File: src/crct_pkg.sv
// Shared types, constants and register codes of the Catmull-Rom curve tessellator.
`default_nettype none
package crct_pkg;

   localparam int COORD_BITS  = 32;
   localparam int T_FRAC_BITS = 16;
   localparam int SCALE_BITS  = 32;
   localparam int SCALE_FRAC  = 16;
   localparam int CSR_ADDR_BITS = 4;
   localparam int CSR_DATA_BITS = 32;

   // Smallest step: one sixty-fourth of the unit interval, so a run has at most 64 samples.
   localparam logic [T_FRAC_BITS-1:0] T_MIN_STEP = T_FRAC_BITS'(1 << (T_FRAC_BITS - 6));
   localparam logic [T_FRAC_BITS-1:0] T_HALF     = T_FRAC_BITS'(1 << (T_FRAC_BITS - 1));

   // Datapath widths of the sample evaluator.
   localparam int W_BITS    = T_FRAC_BITS + 4;
   localparam int PROD_BITS = W_BITS + COORD_BITS;
   localparam int SUM_BITS  = PROD_BITS + 2;
   localparam int MID_BITS  = SUM_BITS - (T_FRAC_BITS + 1);
   localparam int SPLIT     = 18;
   localparam int HI_BITS   = MID_BITS - SPLIT;
   localparam int PART_BITS = HI_BITS + SCALE_BITS;
   localparam int TOT_BITS  = MID_BITS + SCALE_BITS + 1;
   localparam int RES_BITS  = TOT_BITS - SCALE_FRAC;

   localparam int QUEUE_DEPTH    = 2;
   localparam int QUEUE_PTR_BITS = $clog2(QUEUE_DEPTH);
   localparam int QUEUE_CNT_BITS = $clog2(QUEUE_DEPTH + 1);

   typedef enum logic [1:0] {
      REG_T_STEP  = 2'd0,
      REG_SCALE_X = 2'd1,
      REG_SCALE_Y = 2'd2
   } reg_index_type;

   typedef struct packed {
      logic signed [COORD_BITS-1:0] point_x;
      logic signed [COORD_BITS-1:0] point_y;
      logic                         start_curve;
   } point_type;

   typedef struct packed {
      logic signed [COORD_BITS-1:0] sample_x;
      logic signed [COORD_BITS-1:0] sample_y;
      logic                         last_sample;
   } sample_type;

   // Four control points of one segment, index 0 the oldest.
   typedef struct packed {
      logic [3:0][COORD_BITS-1:0] px;
      logic [3:0][COORD_BITS-1:0] py;
   } window_type;

   typedef struct packed {
      logic [T_FRAC_BITS-1:0]       t_step;
      logic signed [SCALE_BITS-1:0] scale_x;
      logic signed [SCALE_BITS-1:0] scale_y;
   } cfg_type;

   typedef struct packed {
      logic full;
      logic empty;
   } queue_status_type;

   typedef enum logic [2:0] {
      EV_IDLE,
      EV_SQUARE,
      EV_CUBE,
      EV_WEIGHT,
      EV_MUL,
      EV_SUM,
      EV_SCALE,
      EV_ROUND
   } eval_state_type;

endpackage
`default_nettype wire

File: src/crct_front.sv
// Front end: takes control points, keeps the window and hands complete segments to the queue.
`default_nettype none
module crct_front (
   input  wire logic                   clock,
   input  wire logic                   reset,
   input  wire logic                   req_valid,
   output logic                        req_stall,
   input  crct_pkg::point_type         req_data,
   input  crct_pkg::queue_status_type  q_status,
   output logic                        push,
   output crct_pkg::window_type        push_win
);

   logic [2:0][crct_pkg::COORD_BITS-1:0] win_x_ff, win_x_in;
   logic [2:0][crct_pkg::COORD_BITS-1:0] win_y_ff, win_y_in;
   logic [1:0]                           held_ff, held_in;
   logic [1:0]                           held_eff;
   logic                                 accept;

   assign req_stall = q_status.full;
   assign accept    = req_valid && !req_stall;

   always_comb begin
      held_eff = req_data.start_curve ? 2'd0 : held_ff;
      held_in  = held_ff;
      win_x_in = win_x_ff;
      win_y_in = win_y_ff;
      push     = 1'b0;
      push_win.px = {req_data.point_x, win_x_ff[2], win_x_ff[1], win_x_ff[0]};
      push_win.py = {req_data.point_y, win_y_ff[2], win_y_ff[1], win_y_ff[0]};
      if (accept) begin
         if (held_eff != 2'd3) begin
            // Still filling: store the point, nothing to evaluate yet.
            win_x_in[held_eff] = req_data.point_x;
            win_y_in[held_eff] = req_data.point_y;
            held_in = held_eff + 2'd1;
         end else begin
            push = 1'b1;
            win_x_in = {req_data.point_x, win_x_ff[2], win_x_ff[1]};
            win_y_in = {req_data.point_y, win_y_ff[2], win_y_ff[1]};
         end
      end
   end

   always_ff @(posedge clock) begin
      if (reset) begin
         held_ff <= 2'd0;
      end else begin
         held_ff <= held_in;
      end
   end

   always_ff @(posedge clock) begin
      win_x_ff <= win_x_in;
      win_y_ff <= win_y_in;
   end

endmodule
`default_nettype wire

File: config.mk
export PLATFORM = sky130hd
export DESIGN_NAME = crct_front
export DESIGN_NICKNAME = d
export VERILOG_FILES = /design/src/crct_pkg.sv /design/src/crct_front.sv
export SDC_FILE = /design/constraint.sdc
export NUM_CORES = 1
export LEC_CHECK = 0
export ABC_AREA = 1
export BUFFER_PORTS_ARGS = -buffer_cell sky130_fd_sc_hd__buf_2
export CORE_UTILIZATION = 40
export CTS_BUF_LIST = sky130_fd_sc_hd__clkbuf_8
export CTS_CLUSTER_DIAMETER = 150
export DETAILED_ROUTE_END_ITERATION = 8
export GPL_TIMING_DRIVEN = 0
export PLACE_DENSITY = 0.68
export SLEW_MARGIN = 10
export SYNTH_ARGS = -nofsm -noshare
export SYNTH_HDL_FRONTEND = slang
export SYNTH_SLANG_ARGS = --single-unit
File: constraint.sdc
create_clock -name clock -period 11.13 [get_ports clock]
set_input_delay 3.339 -clock clock [delete_from_list [all_inputs] [get_ports clock]]
set_output_delay 3.339 -clock clock [all_outputs]
set_load 0.1 [all_outputs]
# Yosys cells after proc, flatten, opt, wreduce, memory -nomap -nowiden
# Cells that the tools add are included.
[word_totals] ff_bits=194 inputBits=70 out_inout_bits=258 word_cells=24
[op_classes] add_sub_neg=1 n_lt_le_gt_ge=2 n_eq_ne=1 mux=9 reduce_logical=4
[op_table] op="$bwmux W96" n=2
[op_table] op="$mux W96" n=2
[op_table] op="$demux W32 S2" n=1
[op_table] op="$mux W32" n=1
[op_table] op="$lt A2 B3 Y1 const B" n=1
[op_table] op="$add A2 B1 Y2 const B" n=1
[op_table] op="$ge A2 B1 Y1 const B" n=1
[op_table] op="$logic_and A1 B1 Y1" n=2
[op_table] op="$mux W1" n=2
[op_table] op="$mux W2" n=1
[op_table] op="$ne A2 B2 Y1 const B" n=1
[op_table] op="$reduce_and A2 Y1" n=1
[op_table] op="$logic_not A1 Y1" n=1

# Depth between registers and ports, before layout
[logic_depth] depth_word=7 depth_mapped=9 ltp_nobuf=9

# Least setup slack after synthesis
# Ideal clock, no wire load.
[synth_path] kind="input to output" from="in req_data[0] (netlist bit)" to="out push" t_arrival_ns=5.289 path_slack_ns=2.502 path_stages=7 path_buffers=1 path_cell_list="inv_1 nand2_1 inv_1 ha_1 inv_2 clkbuf_1 nor2_1"
[synth_via] elab_chain_len=4
[synth_lines] element="from (decl)" line_no="crct_front.sv:8" source="input crct_pkg::point_type req_data,"
[synth_lines] element="$mux W2" line_no="crct_front.sv:24" source="held_eff = req_data.start_curve ? 2'd0 : held_ff;"
[synth_lines] element="$ne A2 B2 Y1" line_no="crct_front.sv:32" source="if (held_eff != 2'd3) begin"
[synth_lines] element="$mux W1" line_no="crct_front.sv:32"
[synth_lines] element="$mux W1" line_no="crct_front.sv:31" source="if (accept) begin"
[synth_lines] element="to (decl)" line_no="crct_front.sv:10" source="output logic push,"
# Every way passes these cells.

# Worst setup path after layout
# Ends and elaborated chain as after synthesis.

==> summary.md <==
| Metric | Value |
|---|---|
| Run status | `complete, no violations` |
| Die extent in x | `148 um` |
| Filler Cells Inserted | `1867` |
| Detailed placement HPWL | `17.4 mm` |
| Overflow after GRT | `0` |
| Number of max-slew violations in the final report | `0` |
| Slew Limit Headroom | `52.1%` |
| Crit path DAT | `4950 ps` |
| Full die area | `21800 sq um` |
| Residual antenna-violating net count after detailed routing | `0` |
| Design internal power | `1.06 mW` |
| Maximum count of clock buffers along a single path | `2` |
| Total standard cell area after synthesis | `8480 sq um` |
| Leading cell type in the layout, fill and taps excluded | `buf_2` |
| Setup repair after global routing missed its margin | `false` |
| IO Count | `328` |
| Floorplan die height | `148 um` |
| Count of buffers from port buffering | `326` |
| Flop and latch count out of synthesis | `194` |
| DRC Markers | `0` |
| Shortest clock period the worst path allows after layout | `8290 ps` |
| Final period util | `74.5%` |
| Global-route wire length before repair | `35.5 mm` |
| Number of violations of the max-capacitance limit | `0` |
| Number of nets at the end of the flow | `1202` |
| Vias in the first global route | `6238` |
| Drt first pass iters | `5` |
| Switching pwr | `560 uW` |
| Deepest level of the CTS H-tree | `4` |
| Final setup viols | `0` |
| VDD IR-drop max | `0.0713 mV` |
| Post_cts resized | `0` |
| Clock network fraction of total power | `28.3%` |
| Routed WL | `23.8 mm` |
| Layout cell share with drive strength beyond 1 | `40.9%` |
| Final cell count without fillers | `1410` |
| Switching power as a share of total power | `34.5%` |
| Register clock-pin slew on the reported worst setup and hold paths | `100 ps` |
| Gate Count Post-Synth | `777` |
| Worst Skew | `14.5 ps` |
| Average wire length per cell after detail routing | `16.9 um` |
| Critical Path Sink Type | `output pin` |
| Sink count of the clock tree | `194` |
| Number of DRC markers after the initial detailed-route iteration | `337` |
| Placed insts | `1379` |
| Clk Tree Root Cell | `clkbuf_8` |
| Most frequent cells in the layout | `buf_2, nand2_1, edfxtp_1` |
| Tightest Pin Transition | `718 ps` |
| Placement Setup Slack | `2850 ps` |
| Largest net degree at the start of global routing | `29` |
| Register share of total power | `50.9%` |
| Part of the total power dissipated in combinational logic | `20.8%` |
| Placeable core region | `20500 sq um` |
| Tot GR Track Use | `21.8%` |
| Number of warnings reported in the yosys synthesis log | `0` |
| Area growth syn-to-layout | `29.6%` |
| Number of setup buffers added after CTS | `0` |
| Post-synthesis sequential area ratio | `68.5%` |
| Number of hold-repair buffers added at the cts stage | `0` |
| Total leakage power | `5.08 nW` |
| Initial Util | `41.4%` |
| Top fanout value on the critical path | `10` |
| Syn_nets | `851` |
| Number of antenna violations at the first check in global routing | `0` |
| Total clock buffers created by CTS | `17` |
| Distinct cell type count of the synthesized netlist | `15` |
| Number of vias in the routed layout | `6669` |
| Category of the most critical setup path | `primary input to output pin` |
| Setup slack of the critical path after layout | `2840 ps` |
| Classification of the worst-slack hold path | `flop to flop` |
| PD cells | `148 nW/um^2` |
| Clk Latency, worst-skew pair | `470 ps` |
| Required time of the critical path | `7790 ps` |
| Startpoint type of the worst setup path | `primary input` |
| Gpl congestion | `0.776` |
| Final setup TNS | `0 ps` |
| TritonCTS clock tree | `done` |
| Multi-input combinational cell area | `1750 sq um` |
| Peak Freq | `121 MHz` |
| Average instance area after synthesis | `10.9 sq um` |
| Final antenna diode count | `0` |
| Register area | `5810 sq um` |
| Detail-routed via count per cell | `4.73` |
| Site Rows | `52` |
| Number of hold violations in the final report | `0` |
synth_stat cells:
cell        n  area share [%]
buf_1       4            0.18
buf_2      33             1.9
buf_4      65             5.8
clkbuf_1    3            0.13
dfxtp_1     2            0.47
edfxtp_1  192              68
ha_1        4            0.59
inv_1      71             3.1
inv_2       1           0.044
nand2_1   199             8.8
nand3_1    65             3.8
nor2_1     73             3.2
nor2_2      1           0.074
o21ai_0    58             3.4
o21ai_1     6            0.35
metrics by stage:
stage | total power, mW | cell area (sq um) | utilization (%) | hold slack, ps
3_5_place_dp | 1.18 | 10600 | 51.7 | 524
5_1_grt | 1.68 | 11000 | 53.6 | 564
2_1_floorplan | 1.11 | 8480 | - | 489
3_3_place_gp | 1.18 | 10400 | 51.0 | 504
6_report | 1.62 | 11000 | 53.6 | 547
4_1_cts | 1.63 | 11000 | 53.6 | 540
final timing paths:
path,start,end,slack (ps),depth (start not counted)
worst max-delay path,req_data[0],push,2840,9
worst min register to register,held_ff[0]$_SDFFE_PP0P_,held_ff[0]$_SDFFE_PP0P_,550,4
worst max register to register,held_ff[1]$_SDFFE_PP0P_,push_win[129]$_DFFE_PP_,8830,6
worst min-delay path,held_ff[0]$_SDFFE_PP0P_,held_ff[0]$_SDFFE_PP0P_,550,4
critical path, stage by stage:
cell      delay [ps]
buf_2            100
inv_1             40
nand2_1          160
inv_1            130
ha_1             230
inv_2             80
clkbuf_1         270
nor2_1           160
buf_2            440
metal layers:
layer | share of wire, % | track usage, % | vias to the layer above
met4 | 1.4 | 6.03 | 0
met1 | 40 | 26.9 | 3154
li1 | - | - | 3201
met2 | 51 | 38.0 | 291
met3 | 7.7 | 5.19 | 23
met5 | 0 | 0 | -
cells by family (layout without fill, tap and decap cells):
logic type      after synthesis  in the layout  share of synthesized area, %
compound gates               64             64                          3.78
simple gates                338            338                          16.0
buf+inv                     177            540                          11.2
fa+ha+maj                     4              4                         0.590
flops                       194            194                          68.5
power groups by stage:
stage	clock network [mW]	registers (mW)	logic, mW
2_1_floorplan	0	0.962	0.151
3_3_place_gp	0	0.846	0.332
3_5_place_dp	0	0.844	0.339
4_1_cts	0.468	0.827	0.339
5_1_grt	0.496	0.828	0.351
6_report	0.460	0.827	0.337
cell type report:
cell class	instances	share of cell area (%)
Clock inverter	14	1.32
Multi-Input combinational cell	406	15.9
Sequential cell	194	52.9
Clock buffer	17	2.13
Inverter	72	2.46
Buffer	105	6.19
Timing Repair Buffer	332	16.1
Tap cell	270	3.08
flip-flops by register name (all words and copies together), names as in the netlist:
register	cells
held_ff	2
push_win	192
Note: power is estimated with default switching activity, not from simulation.
