[config.mk]
export PLATFORM = sky130hd
export DESIGN_NAME = crct_queue
export DESIGN_NICKNAME = d
export VERILOG_FILES = /design/src/crct_pkg.sv /design/src/crct_queue.sv
export SDC_FILE = /design/constraint.sdc
export NUM_CORES = 1
export LEC_CHECK = 0
export ABC_CLOCK_PERIOD_IN_PS = 21100
export BUFFER_PORTS_ARGS = -buffer_cell sky130_fd_sc_hd__buf_2
export CELL_PAD_IN_SITES_DETAIL_PLACEMENT = 0
export CELL_PAD_IN_SITES_GLOBAL_PLACEMENT = 1
export CORE_MARGIN = 2
export CORE_UTILIZATION = 44
export DETAILED_ROUTE_END_ITERATION = 10
export PLACE_DENSITY_LB_ADDON = 0.1
export SLEW_MARGIN = 20
export SYNTH_ARGS = -nofsm -noshare
export SYNTH_HDL_FRONTEND = slang
export SYNTH_SLANG_ARGS = --single-unit
[constraint.sdc]
create_clock -name clock -period 21.1 [get_ports clock]
set_input_delay 4.22 -clock clock [delete_from_list [all_inputs] [get_ports clock]]
set_output_delay 4.22 -clock clock [all_outputs]
set_load 0.02 [all_outputs]
[src/crct_pkg.sv]
// Shared types, constants and register codes of the Catmull-Rom curve tessellator.
`default_nettype none
package crct_pkg;

   localparam int COORD_BITS  = 32;
   localparam int T_FRAC_BITS = 16;
   localparam int SCALE_BITS  = 32;
   localparam int SCALE_FRAC  = 16;
   localparam int CSR_ADDR_BITS = 4;
   localparam int CSR_DATA_BITS = 32;

   // Smallest step: one sixty-fourth of the unit interval, so a run has at most 64 samples.
   localparam logic [T_FRAC_BITS-1:0] T_MIN_STEP = T_FRAC_BITS'(1 << (T_FRAC_BITS - 6));
   localparam logic [T_FRAC_BITS-1:0] T_HALF     = T_FRAC_BITS'(1 << (T_FRAC_BITS - 1));

   // Datapath widths of the sample evaluator.
   localparam int W_BITS    = T_FRAC_BITS + 4;
   localparam int PROD_BITS = W_BITS + COORD_BITS;
   localparam int SUM_BITS  = PROD_BITS + 2;
   localparam int MID_BITS  = SUM_BITS - (T_FRAC_BITS + 1);
   localparam int SPLIT     = 18;
   localparam int HI_BITS   = MID_BITS - SPLIT;
   localparam int PART_BITS = HI_BITS + SCALE_BITS;
   localparam int TOT_BITS  = MID_BITS + SCALE_BITS + 1;
   localparam int RES_BITS  = TOT_BITS - SCALE_FRAC;

   localparam int QUEUE_DEPTH    = 2;
   localparam int QUEUE_PTR_BITS = $clog2(QUEUE_DEPTH);
   localparam int QUEUE_CNT_BITS = $clog2(QUEUE_DEPTH + 1);

   typedef enum logic [1:0] {
      REG_T_STEP  = 2'd0,
      REG_SCALE_X = 2'd1,
      REG_SCALE_Y = 2'd2
   } reg_index_type;

   typedef struct packed {
      logic signed [COORD_BITS-1:0] point_x;
      logic signed [COORD_BITS-1:0] point_y;
      logic                         start_curve;
   } point_type;

   typedef struct packed {
      logic signed [COORD_BITS-1:0] sample_x;
      logic signed [COORD_BITS-1:0] sample_y;
      logic                         last_sample;
   } sample_type;

   // Four control points of one segment, index 0 the oldest.
   typedef struct packed {
      logic [3:0][COORD_BITS-1:0] px;
      logic [3:0][COORD_BITS-1:0] py;
   } window_type;

   typedef struct packed {
      logic [T_FRAC_BITS-1:0]       t_step;
      logic signed [SCALE_BITS-1:0] scale_x;
      logic signed [SCALE_BITS-1:0] scale_y;
   } cfg_type;

   typedef struct packed {
      logic full;
      logic empty;
   } queue_status_type;

   typedef enum logic [2:0] {
      EV_IDLE,
      EV_SQUARE,
      EV_CUBE,
      EV_WEIGHT,
      EV_MUL,
      EV_SUM,
      EV_SCALE,
      EV_ROUND
   } eval_state_type;

endpackage
`default_nettype wire

[src/crct_queue.sv]
// Short segment queue between the front end and the evaluator.
`default_nettype none
module crct_queue (
   input  wire logic                   clock,
   input  wire logic                   reset,
   input  wire logic                   push,
   input  crct_pkg::window_type        push_win,
   input  wire logic                   pop,
   output crct_pkg::window_type        head_win,
   output crct_pkg::queue_status_type  status
);

   crct_pkg::window_type                    entries_ff [crct_pkg::QUEUE_DEPTH];
   logic [crct_pkg::QUEUE_PTR_BITS-1:0]     wr_ptr_ff, wr_ptr_in;
   logic [crct_pkg::QUEUE_PTR_BITS-1:0]     rd_ptr_ff, rd_ptr_in;
   logic [crct_pkg::QUEUE_CNT_BITS-1:0]     count_ff, count_in;

   assign head_win     = entries_ff[rd_ptr_ff];
   assign status.full  = (count_ff == crct_pkg::QUEUE_CNT_BITS'(crct_pkg::QUEUE_DEPTH));
   assign status.empty = (count_ff == '0);

   always_comb begin
      wr_ptr_in = push ? wr_ptr_ff + 1'b1 : wr_ptr_ff;
      rd_ptr_in = pop ? rd_ptr_ff + 1'b1 : rd_ptr_ff;
      count_in  = count_ff;
      if (push && !pop) begin
         count_in = count_ff + 1'b1;
      end else if (pop && !push) begin
         count_in = count_ff - 1'b1;
      end
   end

   always_ff @(posedge clock) begin
      if (reset) begin
         wr_ptr_ff <= '0;
         rd_ptr_ff <= '0;
         count_ff  <= '0;
      end else begin
         wr_ptr_ff <= wr_ptr_in;
         rd_ptr_ff <= rd_ptr_in;
         count_ff  <= count_in;
      end
   end

   always_ff @(posedge clock) begin
      if (push) begin
         entries_ff[wr_ptr_ff] <= push_win;
      end
   end

endmodule
`default_nettype wire

Word level (Yosys, flattened, before mapping)
Memories as Yosys holds them, arrays and structs flattened. A register that Yosys moved wholly into a read port is not among the register bits. Cells that the tools add are included.

Memories kept: 1. Bits of input ports: 260. Bits in writable memories: 512. Logic and storage cells: 21. Bits in registers: 4.

Muxes and demuxes: 6. Reductions and logical operators: 6. Equal/unequal tests: 1. Add/subtract/negate cells: 4.

Memories: entries_ff (words 2, width 256, rd ports 1, clocked after Yosys merged registers in 1, write ports 1, line crct_queue.sv:13) `crct_pkg::window_type entries_ff [crct_pkg::QUEUE_DEPTH];`.

Operator list (count): 1-bit two-way mux (4); 2-bit two-way mux (2); 1-bit adder (second input constant) (2); 2-bit by 1-bit adder with 2-bit output (second input constant) (1); 2-bit == test (second input constant) (1); 1-bit logical AND (2); 1-bit zero test (2); 2-bit zero test (1); 2-bit nonzero test (1); 2-bit by 1-bit subtractor with 2-bit output (second input constant) (1).

Longest topological paths before layout
Gate-level depths: netlist of the first run.

Depth in word-level cells: 4. Depth in mapped cells: 5. Gate-level depth less buffers: 5.

Least setup slack after synthesis of the first run
OpenSTA, ideal clock, no wires.

Path type: in2reg. Start: input push. End: memory entries_ff[0][0] in the netlist's numbering (enable). Stages: 1. Setup slack: 4.956 ns. Path buffers: 0. Data required time: 20.192 ns. Setup time: 0.908 ns. Arrival: 15.236 ns. Cell sequence: nor2b_1.

Word-level cells in the longest chain between the ends: 2.

RTL lines: start, declared (line crct_queue.sv:6) `input wire logic push,`; 1-bit two-way mux (line crct_queue.sv:46) `if (push) begin`; 1-bit two-way mux (implied by the code) (line crct_queue.sv:47) `entries_ff[wr_ptr_ff] <= push_win;`; end, declared (line crct_queue.sv:13).

Every way passes these cells.

==> results of run 1 <==
[flip-flops by register name, summed over array words and instances, names as in the netlist, named ones only]
name        cells
entries_ff    512
count_ff        2
rd_ptr_ff       1
wr_ptr_ff       1
[per-layer routing]
metal,vias to the layer above,part of all wire
met5,-,0.0031
met4,22,0.040
met3,114,0.11
met2,388,0.49
met1,4736,0.36
li1,4405,-
[worst max path at each step]
stage | slack (ps) | to | cells past startpoint
detailed placement | 13560 | head_win[113] | 4
finish | 13140 | head_win[109] | 4
floorplan | 4960 | entries_ff[0][0] | 1
CTS | 12920 | head_win[113] | 4
global route | 12860 | head_win[113] | 4
global placement | 13610 | head_win[113] | 4
[layout by cell type (no fill, tap or decap), types with 2 or more instances in the layout]
cell type,count
buf_2,517
edfxtp_1,512
mux2_2,256
clkbuf_16,53
diode_2,22
clkbuf_1,16
clkinv_2,11
clkinv_1,10
buf_4,8
nor2_1,5
dfxtp_1,4
xor2_1,2
xnor2_1,2
bufinv_16,2
[logic make-up after synthesis]
kind of cell / count (synthesis) / share of synthesized area
flip-flops: 517 / 0.825
adder cells (fa/ha/maj): 1 / 0.000667
buffers and inverters: 29 / 0.0165
XOR/XNOR: 4 / 0.00187
multiplexers: 256 / 0.154
AND/OR/NAND/NOR: 9 / 0.00233
AO/OA/AOI/OAI: 2 / 0.000533
[final cells by class]
cell class / instances / area [um2]
Antenna cell: 22 / 55.1
Clock inverter: 24 / 161
Clock buffer: 69 / 1390
Tap cell: 539 / 674
Inverter: 1 / 3.75
Multi-Input combinational cell: 272 / 2990
Sequential cell: 517 / 15500
Fill cell: 3391 / 18600
Timing Repair Buffer: 526 / 2670
[worst max-delay path: cells and delay by family (launching register included)]
family   cells  cell delay, ps
buf+inv      3            1900
flops        1             720
mux          1             430
[power by group through the flow]
| stage | registers [W] | clock network [W] | logic [W] |
|---|---|---|---|
| after floorplan | 0.00125 | 0 | 0.000186 |
| after global placement | 0.00124 | 0 | 0.000290 |
| after detailed placement | 0.00124 | 0 | 0.000292 |
| after CTS | 0.00122 | 0.000871 | 0.000293 |
| after global routing | 0.00122 | 0.000909 | 0.000307 |
| final | 0.00122 | 0.000846 | 0.000287 |
[through the flow]
step / std cells / utilization / total power, W / cell area [um2] / setup slack [ps]
6_report: 1970 / 0.557 / 0.00235 / 23400 / 13140
2_1_floorplan: 818 / - / 0.00144 / 18800 / 4960
3_5_place_dp: 1855 / 0.519 / 0.00153 / 21800 / 13560
5_1_grt: 1961 / 0.557 / 0.00244 / 23400 / 12860
4_1_cts: 1948 / 0.556 / 0.00238 / 23400 / 12920
3_3_place_gp: 1855 / 0.519 / 0.00153 / 21800 / 13610
==> flow_results.xml, run 1 <==
<?xml version="1.0" encoding="UTF-8"?>
<metrics>
  <group name="status">
    <metric name="status" unit="">finished, final reports clean</metric>
  </group>
  <group name="clocking">
    <metric name="post-cts-setup-buffers" unit="">0</metric>
    <metric name="tritoncts_clock_tree" unit="">done</metric>
    <metric name="cts.path.max_buffers" unit="">3</metric>
    <metric name="cts_repair_resize_count" unit="">0</metric>
    <metric name="postCtsHoldBufs" unit="">0</metric>
    <metric name="clkSlewWorstSetupHoldPaths" unit="ps">60</metric>
    <metric name="cts.root.buffer_cell" unit="">clkbuf_16</metric>
    <metric name="clock_latency" unit="ps">580</metric>
    <metric name="cts-htree-levels" unit="">2</metric>
    <metric name="numCtsBuffers" unit="">53</metric>
    <metric name="cts_num_sinks" unit="">517</metric>
  </group>
  <group name="place">
    <metric name="io_buffer_count" unit="">517</metric>
    <metric name="place.detailed.hpwl" unit="mm">30.4</metric>
    <metric name="gpl.final_weighted_congestion" unit="">0.818</metric>
  </group>
  <group name="pwr">
    <metric name="power.clock.fraction" unit="">0.360</metric>
    <metric name="leakage" unit="nW">8.71</metric>
    <metric name="switching_share" unit="">0.237</metric>
    <metric name="internal_power" unit="W">0.00179</metric>
    <metric name="p_per_cell_area" unit="nW/um2">100</metric>
    <metric name="power.net_switching" unit="W">0.000557</metric>
    <metric name="sequentialPowerShare" unit="">0.518</metric>
    <metric name="max-vdd-ir-drop" unit="mV">0.0684</metric>
    <metric name="p_comb_frac" unit="">0.122</metric>
  </group>
  <group name="sta">
    <metric name="final.setup.tns" unit="ps">0</metric>
    <metric name="timing.final.crit_period" unit="ps">7960</metric>
    <metric name="finalHoldViolations" unit="">0</metric>
    <metric name="max_slew.worst_pin.slew" unit="ps">1050</metric>
    <metric name="finalMaxSlewViolations" unit="">0</metric>
    <metric name="fin_worst_skew" unit="ps">13.1</metric>
    <metric name="report.final.setup_viol" unit="">0</metric>
    <metric name="unrepaired_setup_endpoints_after_global_routing" unit="">false</metric>
    <metric name="max_freq" unit="MHz">126</metric>
    <metric name="final.period_utilization" unit="">0.377</metric>
    <metric name="slew_headroom" unit="">0.297</metric>
    <metric name="timing.hold.ws" unit="ps">511</metric>
  </group>
  <group name="run">
    <metric name="maxCapViolations" unit="">0</metric>
  </group>
  <group name="global_routing">
    <metric name="grt_met3_usage" unit="">0.0900</metric>
    <metric name="grt.busiest_layer" unit="">met2</metric>
    <metric name="global_route_wire_length_before_repair" unit="mm">62.5</metric>
    <metric name="first_global_vias" unit="">10076</metric>
    <metric name="track_usage" unit="">0.193</metric>
    <metric name="grt_util_met2" unit="">0.313</metric>
    <metric name="grt_overflow_total" unit="">0</metric>
    <metric name="grt_util_met1" unit="">0.213</metric>
    <metric name="grt_start_max_net_pins" unit="">122</metric>
    <metric name="initial_antenna_violation_count" unit="">30</metric>
  </group>
  <group name="final_layout">
    <metric name="fraction_of_final_layout_cells_sized_beyond_drive_strength_1" unit="">0.605</metric>
    <metric name="flow.area_growth_from_synthesis" unit="%">24.8</metric>
    <metric name="finalNetCount" unit="">1632</metric>
  </group>
  <group name="synth">
    <metric name="synthesis.area_per_instance" unit="um2">22.9</metric>
    <metric name="leading_area_contributor_after_synthesis" unit="">edfxtp_1</metric>
    <metric name="synth.top_cell.area_share" unit="">0.819</metric>
    <metric name="number_of_synthesized_flops_with_an_enable_pin" unit="">512</metric>
    <metric name="postSynth.asyncResetShare" unit="">0</metric>
    <metric name="synth-seq-cells" unit="">517</metric>
    <metric name="synth_area_leaders" unit="">edfxtp_1 (82%), mux2_2 (15%), buf_6 (1.6%), dfxtp_1 (0.53%), nor2_1 (0.10%)</metric>
    <metric name="syn-num-nets" unit="">1079</metric>
    <metric name="synth_cell_types" unit="">16</metric>
    <metric name="yosys.cell_count.top_type" unit="">edfxtp_1</metric>
    <metric name="post_synth_most_frequent_cells" unit="">edfxtp_1 (512), mux2_2 (256), buf_6 (26), dfxtp_1 (5), nor2_1 (5)</metric>
    <metric name="postSynthCellCount" unit="">818</metric>
    <metric name="syn-cell-area" unit="um2">18800</metric>
    <metric name="synth_top_flop_cell" unit="">edfxtp_1</metric>
    <metric name="yosysSeqAreaShare" unit="">0.825</metric>
    <metric name="yosysWarnings" unit="">0</metric>
  </group>
  <group name="route">
    <metric name="wirelength" unit="mm">43.8</metric>
    <metric name="number_of_nets_with_antenna_violations_after_detailed_routing" unit="">0</metric>
    <metric name="drtPass1Iterations" unit="">4</metric>
    <metric name="dr_total_vias" unit="">9665</metric>
    <metric name="detailed_router_s_first_iteration_violation_count" unit="">515</metric>
    <metric name="vias_per_cell" unit="">4.91</metric>
    <metric name="drc_errors" unit="">0</metric>
    <metric name="route.detailed.wl_per_inst" unit="um">22.3</metric>
  </group>
  <group name="worst_hold_path">
    <metric name="hold_class" unit="">flip-flop to flip-flop</metric>
    <metric name="hold_path_depth" unit="">2</metric>
    <metric name="hold_start" unit="">rd_ptr_ff</metric>
    <metric name="hold-path-endpoint" unit="">rd_ptr_ff</metric>
  </group>
  <group name="floorplanning">
    <metric name="chipWidth" unit="um">211</metric>
    <metric name="core-area" unit="um2">42000</metric>
    <metric name="floorplan.initialDensity" unit="">0.446</metric>
    <metric name="number_of_primary_i_o_pins" unit="">518</metric>
    <metric name="num_rows" unit="">75</metric>
    <metric name="die_height" unit="um">211</metric>
    <metric name="die_area" unit="um2">44300</metric>
  </group>
  <group name="worst_setup_path">
    <metric name="reg2reg_depth" unit="">3</metric>
    <metric name="rrSetupSlack" unit="ps">18200</metric>
    <metric name="crit_slowest_cell" unit="">buf_4</metric>
    <metric name="timing.critical_path.required" unit="ps">16880</metric>
    <metric name="cpMostUsedCell" unit="">buf_4</metric>
    <metric name="critical_path.reg2reg.startpoint" unit="">wr_ptr_ff</metric>
    <metric name="maximum_fanout_encountered_on_the_critical_timing_path" unit="">78</metric>
    <metric name="endpoint_type_of_the_worst_setup_path" unit="">output pin</metric>
    <metric name="timing.setup.critical_path_class" unit="">flip-flop to output pin</metric>
    <metric name="critical_path_arrival" unit="ps">3740</metric>
    <metric name="worstPathCellList" unit="">buf_4, buf_4, mux2_2, buf_2</metric>
    <metric name="start_kind" unit="">flip-flop</metric>
    <metric name="cp_slowest_stage_delay" unit="ps">880</metric>
    <metric name="r2r-end" unit="">entries_ff[0][126]</metric>
  </group>
</metrics>
Power figures use the tool's default switching activity.
==> run 2: changes to the inputs <==
--- a/config.mk
+++ b/config.mk
@@ -5,7 +5,7 @@
 export SDC_FILE = /design/constraint.sdc
 export NUM_CORES = 1
 export LEC_CHECK = 0
-export ABC_CLOCK_PERIOD_IN_PS = 21100
+export ABC_CLOCK_PERIOD_IN_PS = 7360
 export BUFFER_PORTS_ARGS = -buffer_cell sky130_fd_sc_hd__buf_2
 export CELL_PAD_IN_SITES_DETAIL_PLACEMENT = 0
 export CELL_PAD_IN_SITES_GLOBAL_PLACEMENT = 1
==> constraint.sdc (replaced) <==
create_clock -name clock -period 7.36 [get_ports clock]
set_input_delay 1.472 -clock clock [delete_from_list [all_inputs] [get_ports clock]]
set_output_delay 1.472 -clock clock [all_outputs]
set_load 0.02 [all_outputs]
==> run 2 against run 1 <==
Compared with the run above:
- first-iteration DRC count shrank 4.7%
- non-clock buffer count shrank 2
- cell area grew 0.49%
- die area is the same
- setup slack lost 10000 ps
- register-to-register slack lost 13000 ps
- total power grew to 2.9 times the previous value
- sequential share of layout area shrank 0.32 points
- clock power grew to 3.0 times the previous value
- clock skew shrank 2.5 ps
- clock-buffer cell count shrank 5
- critical endpoint is now head_win[190]
==> flow_results.xml, run 2 (synthesis results as in run 1) <==
<?xml version="1.0" encoding="UTF-8"?>
<metrics>
  <group name="sta">
    <metric name="finalHoldViolations" unit="">0</metric>
    <metric name="unrepaired_setup_endpoints_after_global_routing" unit="">false</metric>
    <metric name="final.period_utilization" unit="">0.588</metric>
    <metric name="max_slew.worst_pin.slew" unit="ps">976</metric>
    <metric name="finalMaxSlewViolations" unit="">0</metric>
    <metric name="fin_worst_skew" unit="ps">10.5</metric>
    <metric name="slew_headroom" unit="">0.349</metric>
    <metric name="max_freq" unit="MHz">231</metric>
    <metric name="report.final.setup_viol" unit="">0</metric>
    <metric name="final.setup.tns" unit="ps">0</metric>
    <metric name="timing.final.crit_period" unit="ps">4320</metric>
  </group>
  <group name="worst_setup_path">
    <metric name="critical_path.reg2reg.startpoint" unit="">wr_ptr_ff</metric>
    <metric name="worst_path_dominant_cell_family" unit="">buffers and inverters</metric>
    <metric name="r2r-end" unit="">entries_ff[1][84]</metric>
    <metric name="timing.setup.critical_path_class" unit="">flip-flop to output pin</metric>
    <metric name="cp_slowest_stage_delay" unit="ps">830</metric>
    <metric name="maximum_fanout_encountered_on_the_critical_timing_path" unit="">66</metric>
    <metric name="rrSetupSlack" unit="ps">5000</metric>
    <metric name="buf_inv_on_cp" unit="">2</metric>
    <metric name="start_kind" unit="">flip-flop</metric>
    <metric name="reg2reg_depth" unit="">2</metric>
    <metric name="worstPathCellList" unit="">buf_4, mux2_2, buf_2</metric>
    <metric name="crit_slowest_cell" unit="">buf_4</metric>
    <metric name="critical_path_arrival" unit="ps">2850</metric>
    <metric name="endpoint_type_of_the_worst_setup_path" unit="">output pin</metric>
    <metric name="timing.critical_path.required" unit="ps">5890</metric>
  </group>
  <group name="pwr">
    <metric name="sequentialPowerShare" unit="">0.506</metric>
    <metric name="power.net_switching" unit="W">0.00161</metric>
    <metric name="max-vdd-ir-drop" unit="mV">0.213</metric>
    <metric name="p_per_cell_area" unit="nW/um2">293</metric>
    <metric name="power.clock.fraction" unit="">0.374</metric>
    <metric name="p_comb_frac" unit="">0.120</metric>
    <metric name="internal_power" unit="W">0.00528</metric>
    <metric name="leakage" unit="nW">8.76</metric>
    <metric name="switching_share" unit="">0.234</metric>
  </group>
  <group name="clocking">
    <metric name="clock_latency" unit="ps">590</metric>
    <metric name="cts-htree-levels" unit="">2</metric>
    <metric name="cts_num_sinks" unit="">517</metric>
    <metric name="cts.root.buffer_cell" unit="">clkbuf_16</metric>
    <metric name="numCtsBuffers" unit="">53</metric>
    <metric name="tritoncts_clock_tree" unit="">done</metric>
    <metric name="clkSlewWorstSetupHoldPaths" unit="ps">60</metric>
    <metric name="postCtsHoldBufs" unit="">0</metric>
    <metric name="post-cts-setup-buffers" unit="">0</metric>
    <metric name="cts.path.max_buffers" unit="">3</metric>
    <metric name="cts_repair_resize_count" unit="">0</metric>
  </group>
  <group name="route">
    <metric name="detailed_router_s_first_iteration_violation_count" unit="">491</metric>
    <metric name="number_of_nets_with_antenna_violations_after_detailed_routing" unit="">0</metric>
    <metric name="dr_total_vias" unit="">9695</metric>
    <metric name="drc_errors" unit="">0</metric>
    <metric name="route.detailed.wl_per_inst" unit="um">22.3</metric>
    <metric name="vias_per_cell" unit="">4.94</metric>
    <metric name="wirelength" unit="mm">43.7</metric>
    <metric name="drtPass1Iterations" unit="">4</metric>
  </group>
  <group name="global_routing">
    <metric name="grt_start_max_net_pins" unit="">145</metric>
    <metric name="grt_overflow_total" unit="">0</metric>
    <metric name="track_usage" unit="">0.192</metric>
    <metric name="initial_antenna_violation_count" unit="">22</metric>
    <metric name="first_global_vias" unit="">10301</metric>
    <metric name="global_route_wire_length_before_repair" unit="mm">62.1</metric>
  </group>
  <group name="final_layout">
    <metric name="largest_reg_flops" unit="">512</metric>
    <metric name="fraction_of_final_layout_cells_sized_beyond_drive_strength_1" unit="">0.605</metric>
    <metric name="flow.area_growth_from_synthesis" unit="%">25.4</metric>
    <metric name="largest_registers" unit="">entries_ff (512), count_ff (2)</metric>
    <metric name="layout.cells.most_common" unit="">buf_2</metric>
    <metric name="final_cell_area" unit="um2">23500</metric>
    <metric name="sequential_cell_area" unit="um2">15500</metric>
    <metric name="commonest_cells_after_routing_fill_and_taps_aside" unit="">buf_2 (517), edfxtp_1 (512), mux2_2 (256)</metric>
    <metric name="finalNetCount" unit="">1630</metric>
    <metric name="top_register" unit="">entries_ff</metric>
    <metric name="fillers" unit="">3377</metric>
    <metric name="multi_input_area" unit="um2">2990</metric>
  </group>
  <group name="worst_hold_path">
    <metric name="hold_class" unit="">flip-flop to flip-flop</metric>
    <metric name="hold_path_depth" unit="">2</metric>
    <metric name="hold_start" unit="">count_ff[1]</metric>
    <metric name="hold-path-endpoint" unit="">count_ff[1]</metric>
  </group>
  <group name="floorplanning">
    <metric name="die_height" unit="um">211</metric>
    <metric name="floorplan.initialDensity" unit="">0.446</metric>
    <metric name="die_area" unit="um2">44300</metric>
    <metric name="number_of_primary_i_o_pins" unit="">518</metric>
    <metric name="chipWidth" unit="um">211</metric>
    <metric name="core-area" unit="um2">42000</metric>
    <metric name="num_rows" unit="">75</metric>
  </group>
  <group name="status">
    <metric name="status" unit="">finished, final reports clean</metric>
  </group>
  <group name="place">
    <metric name="placedInstanceArea" unit="um2">21800</metric>
    <metric name="io_buffer_count" unit="">517</metric>
    <metric name="gpl.final_weighted_congestion" unit="">0.761</metric>
    <metric name="place.detailed.hpwl" unit="mm">29.5</metric>
  </group>
  <group name="run">
    <metric name="maxCapViolations" unit="">0</metric>
  </group>
</metrics>
## run 2: layout make-up
| class | count | share of cell area |
|---|---|---|
| tap | 539 | 0.0287 |
| timing repair buffer | 524 | 0.114 |
| clock inverter | 29 | 0.0108 |
| antenna | 17 | 0.00181 |
| clock buffer | 64 | 0.0599 |
| sequential | 517 | 0.658 |
| multi-input combinational | 272 | 0.127 |
| inverter | 1 | 0.000159 |
## run 2: layer usage
metal	up-vias	track usage	wire length (um)
met5	-	0	109
met4	16	0.0930	1550
met3	95	0.0922	4900
met2	372	0.323	21800
met1	4811	0.202	15400
li1	4401	-	-
## run 2: worst reg2reg max path: cells and delay by family, from the launching register on
kind / cells / cell delay (ps)
buffers and inverters: 1 / 890
AND/OR/NAND/NOR: 1 / 660
flip-flops: 1 / 400
## run 2: how the worst max path moves through the flow
stage,from,end,slack (ps),cells after the start
after floorplan,push,entries_ff[0][0],1620,1
after global placement,flip-flop,head_win[190],3530,3
after detailed placement,flip-flop,head_win[190],3550,3
after CTS,flip-flop,head_win[190],2910,3
after global routing,flip-flop,head_win[190],2860,3
final,flip-flop,head_win[190],3040,3
## run 2: power groups by stage
stage	sequential (W)	clock (W)	combinational (W)
final	0.00349	0.00258	0.000825
after global placement	0.00355	0	0.000833
after global routing	0.00351	0.00275	0.000881
after detailed placement	0.00356	0	0.000836
after CTS	0.00349	0.00265	0.000840
after floorplan	0.00355	0	0.000535
## run 2: metrics by stage
| step | total power [W] | worst slack (ps) | hold WS, ps | cells | utilization |
|---|---|---|---|---|---|
| after floorplan | 0.00408 | 1620 | 461 | 818 | - |
| after global placement | 0.00438 | 3530 | 488 | 1853 | 0.519 |
| after detailed placement | 0.00439 | 3550 | 509 | 1853 | 0.519 |
| after CTS | 0.00698 | 2910 | 518 | 1946 | 0.559 |
| after global routing | 0.00714 | 2860 | 573 | 1953 | 0.559 |
| final | 0.00689 | 3040 | 509 | 1963 | 0.560 |
